<file path="src/dcsw_pkg.sv">
// Shared types and constants for the DMA channel stall watchdog.
// No dependencies; imported by every module of the block except dcsw_ram.
package dcsw_pkg;

    localparam int PTR_W      = 32;
    localparam int QUEUE_W    = 9;
    localparam int COUNT_W    = 8;
    localparam int THRESH_W   = 8;
    localparam int CHAN_W     = 2;
    localparam int OUT_DEPTH  = 3;
    localparam logic [COUNT_W-1:0]  COUNT_MAX       = 8'hFF;
    localparam logic [THRESH_W-1:0] THRESHOLD_RESET = 8'd3;

    typedef enum logic
    {
        DIR_TX = 1'b0,
        DIR_RX = 1'b1
    } dir_t;

    typedef struct packed
    {
        dir_t                dir;
        logic                busy;
        logic [PTR_W-1:0]    ptr;
        logic [QUEUE_W-1:0]  queue;
    } sample_t;

    typedef struct packed
    {
        logic [PTR_W-1:0]    ptr;
        logic [QUEUE_W-1:0]  queue;
        logic [COUNT_W-1:0]  count;
    } entry_t;

    localparam int ENTRY_W = $bits(entry_t);

    typedef struct packed
    {
        logic                stalled;
        logic [COUNT_W-1:0]  count;
    } result_t;

    localparam int RESULT_W = $bits(result_t);

    // sample in the read-modify-write stage
    typedef struct packed
    {
        logic    valid;
        logic    ignore;
        logic    hit;
        sample_t sample;
    } rmw_ctl_t;

endpackage

</file>
<file path="src/dcsw_ram.sv">
// Generic single-write, single-read RAM with registered read.
// No dependencies.
module dcsw_ram #(
    parameter int WIDTH = 8,
    parameter int DEPTH = 8
) (
    input  logic                     clk,
    input  logic                     wr_en,
    input  logic [$clog2(DEPTH)-1:0] wr_addr,
    input  logic [WIDTH-1:0]         wr_data,
    input  logic                     rd_en,
    input  logic [$clog2(DEPTH)-1:0] rd_addr,
    output logic [WIDTH-1:0]         rd_data
);

    logic [WIDTH-1:0] mem [DEPTH];
    logic [WIDTH-1:0] rd_data_reg;

    always_ff @(posedge clk)
    begin
        if (wr_en)
        begin
            mem[wr_addr] <= wr_data;
        end
        if (rd_en)
        begin
            rd_data_reg <= mem[rd_addr];
        end
    end

    assign rd_data = rd_data_reg;

endmodule

</file>
<file path="src/dcsw_update.sv">
// Read-modify-write stage: stuck detection, count update, write-back.
// Depends on dcsw_pkg; forwards its own last write to cover RAM read-during-write.
module dcsw_update
    import dcsw_pkg::*;
#(
    parameter int AW = 3
) (
    input  logic                clk,
    input  logic                rst_n,
    input  rmw_ctl_t            ctl,
    input  logic [AW-1:0]       addr,
    input  logic [ENTRY_W-1:0]  rd_data,
    input  logic [THRESH_W-1:0] threshold,
    output logic                wr_en,
    output logic [AW-1:0]       wr_addr,
    output logic [ENTRY_W-1:0]  wr_data,
    output logic                res_valid,
    output result_t             res
);

    logic          fwd_valid_reg;
    logic [AW-1:0] fwd_addr_reg;
    entry_t        fwd_data_reg;
    entry_t        prev;
    entry_t        next_entry;
    logic          stuck;
    logic [COUNT_W-1:0] count;

    always_comb
    begin
        if (fwd_valid_reg && fwd_addr_reg == addr)
        begin
            prev = fwd_data_reg;
        end
        else if (ctl.hit)
        begin
            prev = entry_t'(rd_data);
        end
        else
        begin
            prev = '0;
        end

        stuck = (ctl.sample.ptr == prev.ptr) && ctl.sample.busy;
        if (ctl.sample.dir == DIR_RX)
        begin
            stuck = stuck && (ctl.sample.queue != '0) && (ctl.sample.queue == prev.queue);
        end

        if (!stuck)
        begin
            count = '0;
        end
        else if (prev.count != COUNT_MAX)
        begin
            count = prev.count + 1'b1;
        end
        else
        begin
            count = prev.count;
        end

        next_entry.ptr   = ctl.sample.ptr;
        next_entry.queue = (ctl.sample.dir == DIR_RX) ? ctl.sample.queue : prev.queue;
        next_entry.count = count;

        if (ctl.ignore)
        begin
            res = '0;
        end
        else
        begin
            res.stalled = stuck && (count >= threshold);
            res.count   = count;
        end
    end

    assign wr_en     = ctl.valid && !ctl.ignore;
    assign wr_addr   = addr;
    assign wr_data   = next_entry;
    assign res_valid = ctl.valid;

    always_ff @(posedge clk or negedge rst_n)
    begin
        if (!rst_n)
        begin
            fwd_valid_reg <= 1'b0;
        end
        else
        begin
            fwd_valid_reg <= wr_en;
        end
    end

    always_ff @(posedge clk)
    begin
        if (wr_en)
        begin
            fwd_addr_reg <= addr;
            fwd_data_reg <= next_entry;
        end
    end

    a_stall_has_count: assert property (@(posedge clk) disable iff (!rst_n)
        res_valid && res.stalled |-> res.count != '0)
        else $error("stall flagged with zero count");

    a_ignore_no_write: assert property (@(posedge clk) disable iff (!rst_n)
        ctl.valid && ctl.ignore |-> !wr_en && !res.stalled && res.count == '0)
        else $error("ignored sample touched state or result");

    a_fwd_tracks_write: assert property (@(posedge clk) disable iff (!rst_n)
        wr_en |=> fwd_valid_reg && fwd_addr_reg == $past(addr))
        else $error("forward register lost last write");

endmodule

</file>
<file path="src/dcsw_out_fifo.sv">
// Small result queue that decouples the update stage from the output stall.
// Depends on dcsw_pkg.
module dcsw_out_fifo
    import dcsw_pkg::*;
(
    input  logic       clk,
    input  logic       rst_n,
    input  logic       push,
    input  result_t    push_data,
    output logic       pop_valid,
    input  logic       pop_ready,
    output result_t    pop_data,
    output logic [1:0] count
);

    result_t    mem_reg [OUT_DEPTH];
    logic [1:0] head_reg;
    logic [1:0] tail_reg;
    logic [1:0] count_reg;
    logic       pop;

    assign pop       = pop_valid && pop_ready;
    assign pop_valid = count_reg != 2'd0;
    assign pop_data  = mem_reg[head_reg];
    assign count     = count_reg;

    function automatic logic [1:0] wrap_inc(input logic [1:0] p);
        return (p == 2'(OUT_DEPTH - 1)) ? 2'd0 : p + 2'd1;
    endfunction

    always_ff @(posedge clk or negedge rst_n)
    begin
        if (!rst_n)
        begin
            head_reg  <= '0;
            tail_reg  <= '0;
            count_reg <= '0;
        end
        else
        begin
            if (push)
            begin
                tail_reg <= wrap_inc(tail_reg);
            end
            if (pop)
            begin
                head_reg <= wrap_inc(head_reg);
            end
            if (push && !pop)
            begin
                count_reg <= count_reg + 2'd1;
            end
            else if (pop && !push)
            begin
                count_reg <= count_reg - 2'd1;
            end
        end
    end

    always_ff @(posedge clk)
    begin
        if (push)
        begin
            mem_reg[tail_reg] <= push_data;
        end
    end

    a_no_overflow: assert property (@(posedge clk) disable iff (!rst_n)
        push && !pop |-> count_reg != 2'(OUT_DEPTH))
        else $error("result queue overflow");

    a_count_range: assert property (@(posedge clk) disable iff (!rst_n)
        count_reg <= 2'(OUT_DEPTH))
        else $error("result queue count out of range");

endmodule

</file>
<file path="src/dma_channel_stall_watchdog_top.sv">
// DMA channel stall watchdog, top level: stream ports, threshold register, state RAM.
// Depends on dcsw_pkg, dcsw_ram, dcsw_update and dcsw_out_fifo.
//
// Takes one channel sample per clock while input ready is high and returns one result
// per sample through the update stage register and the result queue. Per-pair state
// (pointer, queue level, stuck count) lives in one RAM of 2*CHANNELS entries with a
// registered read; the cycle after the read computes and writes the entry back, with
// its last write forwarded so that back-to-back samples of the same pair see current
// state. Valid bits per entry make the RAM read as zero after reset, so no clearing
// pass is needed. A three-deep result queue absorbs output stalls; input ready drops
// once the queue and the update stage together hold three results. The threshold
// register resets to 3 and should be written only while idle.
module dma_channel_stall_watchdog_top
    import dcsw_pkg::*;
#(
    parameter int CHANNELS = 4
) (
    input  logic                clk,
    input  logic                rst_n,
    input  logic                cfg_wen,
    input  logic [THRESH_W-1:0] cfg_wdata,
    input  logic                s_axis_tvalid,
    output logic                s_axis_tready,
    // [1:0] channel, [33:2] ring_pointer, [34] busy_req, [43:35] queue_level
    input  logic [47:0]         s_axis_tdata,
    // [0] direction
    input  logic [0:0]          s_axis_tuser,
    output logic                m_axis_tvalid,
    input  logic                m_axis_tready,
    // [0] stalled, [8:1] stuck_count
    output logic [15:0]         m_axis_tdata
);

    localparam int DEPTH = 2 * CHANNELS;
    localparam int AW    = $clog2(DEPTH);

    logic [THRESH_W-1:0] threshold_reg;
    logic [DEPTH-1:0]    valid_reg;
    rmw_ctl_t            s1_reg;
    rmw_ctl_t            s1_next;
    logic [AW-1:0]       s1_addr_reg;

    logic [CHAN_W-1:0]   in_chan;
    logic [AW-1:0]       in_addr;
    logic                in_accept;
    logic [ENTRY_W-1:0]  rd_data;
    logic                wr_en;
    logic [AW-1:0]       wr_addr;
    logic [ENTRY_W-1:0]  wr_data;
    logic                res_valid;
    result_t             res;
    result_t             out_res;
    logic [1:0]          fifo_count;

    assign in_chan   = s_axis_tdata[1:0];
    assign in_addr   = AW'(32'(s_axis_tuser[0]) * CHANNELS + 32'(in_chan));
    assign in_accept = s_axis_tvalid && s_axis_tready;
    assign s_axis_tready = ({1'b0, fifo_count} + {2'b0, s1_reg.valid}) < 3'(OUT_DEPTH);

    always_comb
    begin
        s1_next.valid        = in_accept;
        s1_next.ignore       = 32'(in_chan) >= 32'(CHANNELS);
        s1_next.hit          = valid_reg[in_addr];
        s1_next.sample.dir   = dir_t'(s_axis_tuser[0]);
        s1_next.sample.ptr   = s_axis_tdata[33:2];
        s1_next.sample.busy  = s_axis_tdata[34];
        s1_next.sample.queue = s_axis_tdata[43:35];
    end

    always_ff @(posedge clk or negedge rst_n)
    begin
        if (!rst_n)
        begin
            threshold_reg <= THRESHOLD_RESET;
            valid_reg     <= '0;
            s1_reg        <= '0;
        end
        else
        begin
            if (cfg_wen)
            begin
                threshold_reg <= cfg_wdata;
            end
            if (wr_en)
            begin
                valid_reg[wr_addr] <= 1'b1;
            end
            s1_reg <= s1_next;
        end
    end

    always_ff @(posedge clk)
    begin
        if (in_accept)
        begin
            s1_addr_reg <= in_addr;
        end
    end

    dcsw_ram #(
        .WIDTH (ENTRY_W),
        .DEPTH (DEPTH)
    ) u_state_ram (
        .clk     (clk),
        .wr_en   (wr_en),
        .wr_addr (wr_addr),
        .wr_data (wr_data),
        .rd_en   (in_accept),
        .rd_addr (in_addr),
        .rd_data (rd_data)
    );

    dcsw_update #(
        .AW (AW)
    ) u_update (
        .clk       (clk),
        .rst_n     (rst_n),
        .ctl       (s1_reg),
        .addr      (s1_addr_reg),
        .rd_data   (rd_data),
        .threshold (threshold_reg),
        .wr_en     (wr_en),
        .wr_addr   (wr_addr),
        .wr_data   (wr_data),
        .res_valid (res_valid),
        .res       (res)
    );

    dcsw_out_fifo u_out_fifo (
        .clk       (clk),
        .rst_n     (rst_n),
        .push      (res_valid),
        .push_data (res),
        .pop_valid (m_axis_tvalid),
        .pop_ready (m_axis_tready),
        .pop_data  (out_res),
        .count     (fifo_count)
    );

    assign m_axis_tdata = {{(16 - RESULT_W){1'b0}}, out_res.count, out_res.stalled};

    a_stage_only_after_accept: assert property (@(posedge clk) disable iff (!rst_n)
        s1_reg.valid |-> $past(in_accept))
        else $error("update stage active without an accepted transaction");

    a_ready_bounds_inflight: assert property (@(posedge clk) disable iff (!rst_n)
        s_axis_tready |-> fifo_count != 2'(OUT_DEPTH))
        else $error("input ready while result queue full");

    a_written_entry_valid: assert property (@(posedge clk) disable iff (!rst_n)
        wr_en |=> valid_reg[$past(wr_addr)])
        else $error("written entry not marked valid");

endmodule

</file>
<file path="config.mk">
export PLATFORM = sky130hd
export DESIGN_NAME = dma_channel_stall_watchdog_top
export DESIGN_NICKNAME = d
export VERILOG_FILES = /design/src/dcsw_pkg.sv /design/src/dcsw_ram.sv /design/src/dcsw_update.sv /design/src/dcsw_out_fifo.sv /design/src/dma_channel_stall_watchdog_top.sv
export SDC_FILE = /design/constraint.sdc
export NUM_CORES = 1
export LEC_CHECK = 0
export ABC_AREA = 1
export BUFFER_PORTS_ARGS = -buffer_cell sky130_fd_sc_hd__buf_2
export CAP_MARGIN = 20
export CORE_AREA = 2 2 269 205
export CTS_CLUSTER_DIAMETER = 100
export DETAILED_ROUTE_END_ITERATION = 10
export DIE_AREA = 0 0 271 207
export GPL_ROUTABILITY_DRIVEN = 0
export HOLD_SLACK_MARGIN = 0.12
export PLACE_DENSITY_LB_ADDON = 0.12
export SETUP_SLACK_MARGIN = 0.02
export SLEW_MARGIN = 10
export SYNTH_ARGS = -nofsm -noshare
export SYNTH_HDL_FRONTEND = slang
export SYNTH_HIERARCHICAL = 1
export SYNTH_SLANG_ARGS = --single-unit
export TNS_END_PERCENT = 10
</file>
<file path="constraint.sdc">
create_clock -name clk -period 7.8 [get_ports clk]
set_input_delay 1.56 -clock clk [delete_from_list [all_inputs] [get_ports clk]]
set_output_delay 1.56 -clock clk [all_outputs]
set_load 0.01 [all_outputs]
</file>
; ---- After elaboration in Yosys (flattened, before gate mapping)
; Memories as Yosys holds them, arrays and structs flattened. A register that Yosys moved wholly into a read port is not among the register bits.
; Cells that the tools add are included.
[totals]
ram_bits = 419
memories = 2
out_inout_bits = 18
wordCells = 69
register_bits = 123
[memory_table]
columns = name, depth, width, read_ports, rd_ports_with_merged_regs, write_ports, line
row1 = u_state_ram.mem, 8, 49, 1, 1, 1, dcsw_ram.sv:16  ; logic [WIDTH-1:0] mem [DEPTH];
row2 = u_out_fifo.mem_reg, 3, 9, 1, 0, 1, dcsw_out_fifo.sv:16  ; result_t mem_reg [OUT_DEPTH];
[op_classes]
bitwise_logic = 1
reduce_logical = 15
order_cmp = 5
mux = 16
addsub = 7
n_eq_ne = 6
[op_table]
columns = cell, count
row1 = 49-bit two-way mux, 2
row2 = 32-bit equality test, 1
row3 = 8-bit two-way mux, 2
row4 = 1-bit logical AND, 10
row5 = 9-bit equality test, 1
row6 = 9-bit two-way mux, 1
row7 = 9-bit nonzero test, 1
row8 = 8-bit by 1-bit adder with 8-bit output (second input constant), 1
row9 = 8-bit >= comparator, 1
row10 = 3-bit by 4-bit less-than comparator with 1-bit output (second input constant), 2
row11 = 2-bit two-way mux, 4
row12 = 8-bit != test (second input constant), 1
row13 = 8-bit OR, 1
row14 = 2-bit by 1-bit adder with 2-bit output (second input constant), 3
row15 = 1-bit two-way mux, 5
row16 = 2-bit equality test (second input constant), 2
row17 = 2-bit nonzero test, 2
row18 = 2-bit by 1-bit adder with 3-bit output, 1
row19 = 3-bit by 2-bit adder with 3-bit output, 1
row20 = 1-bit binary-select mux with 3-bit select, 1
row21 = 1-bit demux with 3-bit select, 1
row22 = 3-bit equality test, 1
row23 = 3-bit by 1-bit >= comparator with 1-bit output (second input constant), 1
row24 = 3-bit by 2-bit less-than comparator with 1-bit output (second input constant), 1
row25 = 2 further kinds, 3

; ---- Longest topological paths before layout
[depth]
word_depth = 11
ltp_mapped = 28
mapped_depth_nobuf = 28

; ---- Modules after synthesis
; Netlist, hierarchy kept.
[modules_own_cells]
columns = module, seq_area_each_um2, cells_each, area_each_um2, instances
row1 = dcsw_ram, 13242.7, 1761, 18622.9, 1
row2 = dcsw_update, 1586.5, 669, 4533.1, 1
row3 = dma_channel_stall_watchdog_top, 1619.1, 130, 1996.9, 1
row4 = dcsw_out_fifo, 960.9, 103, 1312.5, 1

; ---- Least setup slack after synthesis
; Ideal clock, no wire load.
[synth_timing]
path_kind = register -> register
from = register s1_reg[45] in the netlist's numbering
to = memory u_state_ram/mem[1][0] in the netlist's numbering, enable pin
arrival_ns = 5.337
path_stages_with_launch = 5
path_slack_ns = 2.007
path_cell_list = dfrtp_1 > inv_1 > nor2_1 > nand2_1 > nor2_1
[synth_via]
elab_chain_len = 2
[synth_rtl]
columns = element, line
row1 = "start, declared", dma_channel_stall_watchdog_top.sv:39  ; rmw_ctl_t s1_reg;
row2 = "start signal, assigned", dma_channel_stall_watchdog_top.sv:89  ; s1_reg <= s1_next;
row3 = 1-bit two-way mux, dcsw_ram.sv:21  ; if (wr_en)
row4 = 1-bit two-way mux (not written as such), dcsw_ram.sv:23  ; mem[wr_addr] <= wr_data;
row5 = "end, declared", dcsw_ram.sv:16
; Every way passes these cells.

==> results.md <==
- Outcome: complete, no violations
- Commonest non-fill, non-tap cell in the layout: nand2_1
- Register area: approximately 17000 um^2
- PD cells: approximately 280 nW/um^2
- Cells along the critical path: inv_1, nand2_1, nand2_1, nor2_4, buf_4, nand2_4, inv_2, nand2_1, nand2_1, nand2_1, nand2_1, nand3_1, nor4b_4, nand3_2, nor2_1, ha_1, a21oi_1, nor3_1, a211oi_1, a21oi_1
- Final Worst Setup Slack: around 2500 ps
- Footprint of the multi-input gates: 6330 um^2
- Pre-CTS setup slack: roughly 2500 ps
- # H-tree levels: 2
- Via count: roughly 17000
- Hold Startpoint: valid_reg[5]
- Syn Inst Count: roughly 2700
- TritonCTS Buffers: 58
- Clk_skew: about 26 ps
- Initial DRT Pass Iterations: 5
- Syn_area_per_cell: ~9.9 um^2
- Congestion Overflow GR: 0
- Io pins: 80
- Final number of hold-violating endpoints: 0
- Worst R2R Path Depth: 20
- FF-to-FF End: u_out_fifo/mem_reg[1][8]
- Core Rows: between 70 and 80
- Cell taking the most area after synthesis: edfxtp_1
- Die area: about 56000 um^2
- Critical path class: reg2reg
- Slowest cell delay on critical path: 640 ps
- Max VDD drop: around 200 uV
- WHS Endpoint: valid_reg[5]
- Leakage: 13.2 nW
- Synth unique cells: 40
- Die width: roughly 270 um
- Wire length of the first global-routing pass: around 95000 um
- Slew of the pin with the lowest slew margin: between 1000 and 1500 ps
- Max reg flops: roughly 400
- Max FO, Critical Path: 69
- Clock latency at the later pin of the worst-skew pair: 620 ps
- #FFs+latches synth: approximately 590
- HP Class: reg2reg
- Fillers: between 4000 and 5000
- FF-to-FF setup slack: 2470 ps
- Slew headroom: between 20% and 30%
- Post-synth top area share: 59.3%
- Most used cell along the critical path: nand2_1
- Register area share after synthesis: roughly two thirds
- Max Cap Viol: 0
- Worst-path clk slew: 60 ps
- Routed WL per cell: 17.5 um
- Post_cts resized: 0
- Worst path top cell family by delay: simple AND/OR/NAND/NOR gates
- Crit. End Element: register
- Fmax: between 150 and 200 MHz
- Post-DP HPWL: around 32000 um
- Mapped Area: approximately 26000 um^2
- Number of DRC markers in iteration 0: around 1500
- Fin crit period: about 5300 ps
- Most frequent cells in the layout: 947 x nand2_1, 523 x edfxtp_1, 497 x inv_1
- Root Buffer: clkbuf_16
- Tcrit/Tclk final: ~68%
- Routed Antenna Nets: 0
- Hold depth: 2
- CTS sink cnt: a little under 600
- Overall routed net length: roughly 60000 um
- Vias in the first global route: approximately 17000
- Total global routing track utilization: between 20% and 30%
- TritonCTS clock tree: built
- Clk buf depth: 3
- Largest cells by area after synthesis: edfxtp_1 59%, nand2_1 13%, inv_1 7.1%
- Setup TNS: 0 ps
- Nets: roughly 2800
- CP max-delay cell: nor2_1
- Initial antenna violation count: 0
- DRC Markers: 0
- Quantity of hold-fixing buffers added after cts: 0
- WP buf/inv: 3
- Critical Path AT: around 5700 ps
- Initial Util: roughly half
- Setup bufs post-CTS: 0
- Critical Path Source Type: register
- Pins Over Slew Limit: 0
- Final Setup Violations: 0
- Core box area: 53600 um^2
- Reg2Reg Launch Point: s1_addr_reg[1]
- PortBufs: 68
- N_diodes: 0
- Worst Path Required: 8140 ps
- Die height: 207 um
- Vias per cell: between 4 and 5
- Largest net degree at the start of global routing: 116
- Area growth from synthesis to layout: 9.65%
- Ys Warns: 6
- RSZ-0062 raised after global routing: false
- Share of cells above drive strength 1: 8.49%
synthesized netlist by cell type, drive strengths merged:
cell type and instances:
a211oi 1, a21oi 10, a31oi 1, and2 2
buf 118, clkbuf 22, clkinv 1, conb 1
dfrtp 66, dfstp 2, edfxtp 523, ha 11
inv 506, mux2 8, nand2 958, nand3 279
nand3b 28, nand4 10, nor2 60, nor3 7
nor4b 1, o211ai 4, o21ai 35, or2 3
or3 1, or3b 1, xnor2 2, xor2 2
how the worst max path moves through the flow:
stage / from / end / slack, ps / cells after the start
2_1_floorplan: s1_reg[45] / u_state_ram/mem[1][0] / 2010 / 4
3_3_place_gp: s1_addr_reg[1] / u_out_fifo/mem_reg[0][8] / 2570 / 24
3_5_place_dp: s1_addr_reg[2] / u_out_fifo/mem_reg[1][8] / 2540 / 19
5_1_grt: s1_addr_reg[1] / u_out_fifo/mem_reg[0][8] / 1970 / 26
4_1_cts: s1_addr_reg[2] / u_out_fifo/mem_reg[1][8] / 2500 / 20
6_report: s1_addr_reg[1] / u_out_fifo/mem_reg[1][8] / 2470 / 20
metal layers:
metal | global-route usage, % | vias to the layer above | share of wire [%] | routed length [um]
li1 | - | 8401 | - | -
met1 | 31.3 | 8279 | 47 | 28300
met2 | 35.4 | 418 | 46 | 27500
met3 | 3.15 | 85 | 5.7 | 3450
met4 | 5.77 | 0 | 1.8 | 1110
met5 | 0 | - | 0 | 0
worst reg2reg max path, cell delays in order, from the launching register on:
cell      delay [ps]
edfxtp_1         500
inv_1             70
nand2_1           60
nand2_1           70
nor2_4           100
buf_4            400
nand2_4          550
inv_2            490
nand2_1          130
nand2_1           90
nand2_1           50
nand2_1          130
nand3_1          130
nor4b_4          490
nand3_2          280
nor2_1           640
ha_1             380
a21oi_1          150
nor3_1            60
a211oi_1         170
a21oi_1          120
cells by family (layout without fill, tap and decap cells):
group | Yosys count | count (layout) | share of synthesized area [%]
other | 1 | 9 | 0.0142
muxes | 8 | 8 | 0.340
AOI/OAI and AO/OA | 51 | 51 | 1.02
xor gates and xnor gates | 4 | 4 | 0.132
adders and majority gates | 11 | 11 | 0.520
buffers and inverters | 647 | 709 | 10.7
DFF | 591 | 591 | 65.8
and+or+nand+nor | 1350 | 1350 | 21.5
per-stage QoR:
step | instances | hold slack, ps | area (um^2) | util [%] | power [mW]
after floorplan | 2671 | 428 | 26500 | - | 4.83
after global placement | 3342 | 442 | 27100 | 50.5 | 5.19
after detailed placement | 3342 | 445 | 27100 | 50.5 | 5.22
after CTS | 3451 | 459 | 29000 | 54.1 | 8.07
after global routing | 3455 | 504 | 29000 | 54.1 | 8.36
final | 3455 | 458 | 29000 | 54.1 | 8.01
area by class of cell:
type,instances,share of cell area (%)
multi-input cells,1433,21.8
clock inverters,24,0.957
flip-flops and latches,591,60.0
inverters,507,6.59
repair buffers,93,1.82
well taps,722,3.11
clock buffers,85,5.71
power breakdown:
| group | switching [mW] | internal [mW] | total, mW |
|---|---|---|---|
| combinational | 0.849 | 0.322 | 1.17 |
| clock | 1.18 | 1.67 | 2.84 |
| sequential | 0.152 | 3.84 | 3.99 |
| total | 2.18 | 5.83 | 8.00 |
No activity file was read; power rests on OpenSTA's default activity.
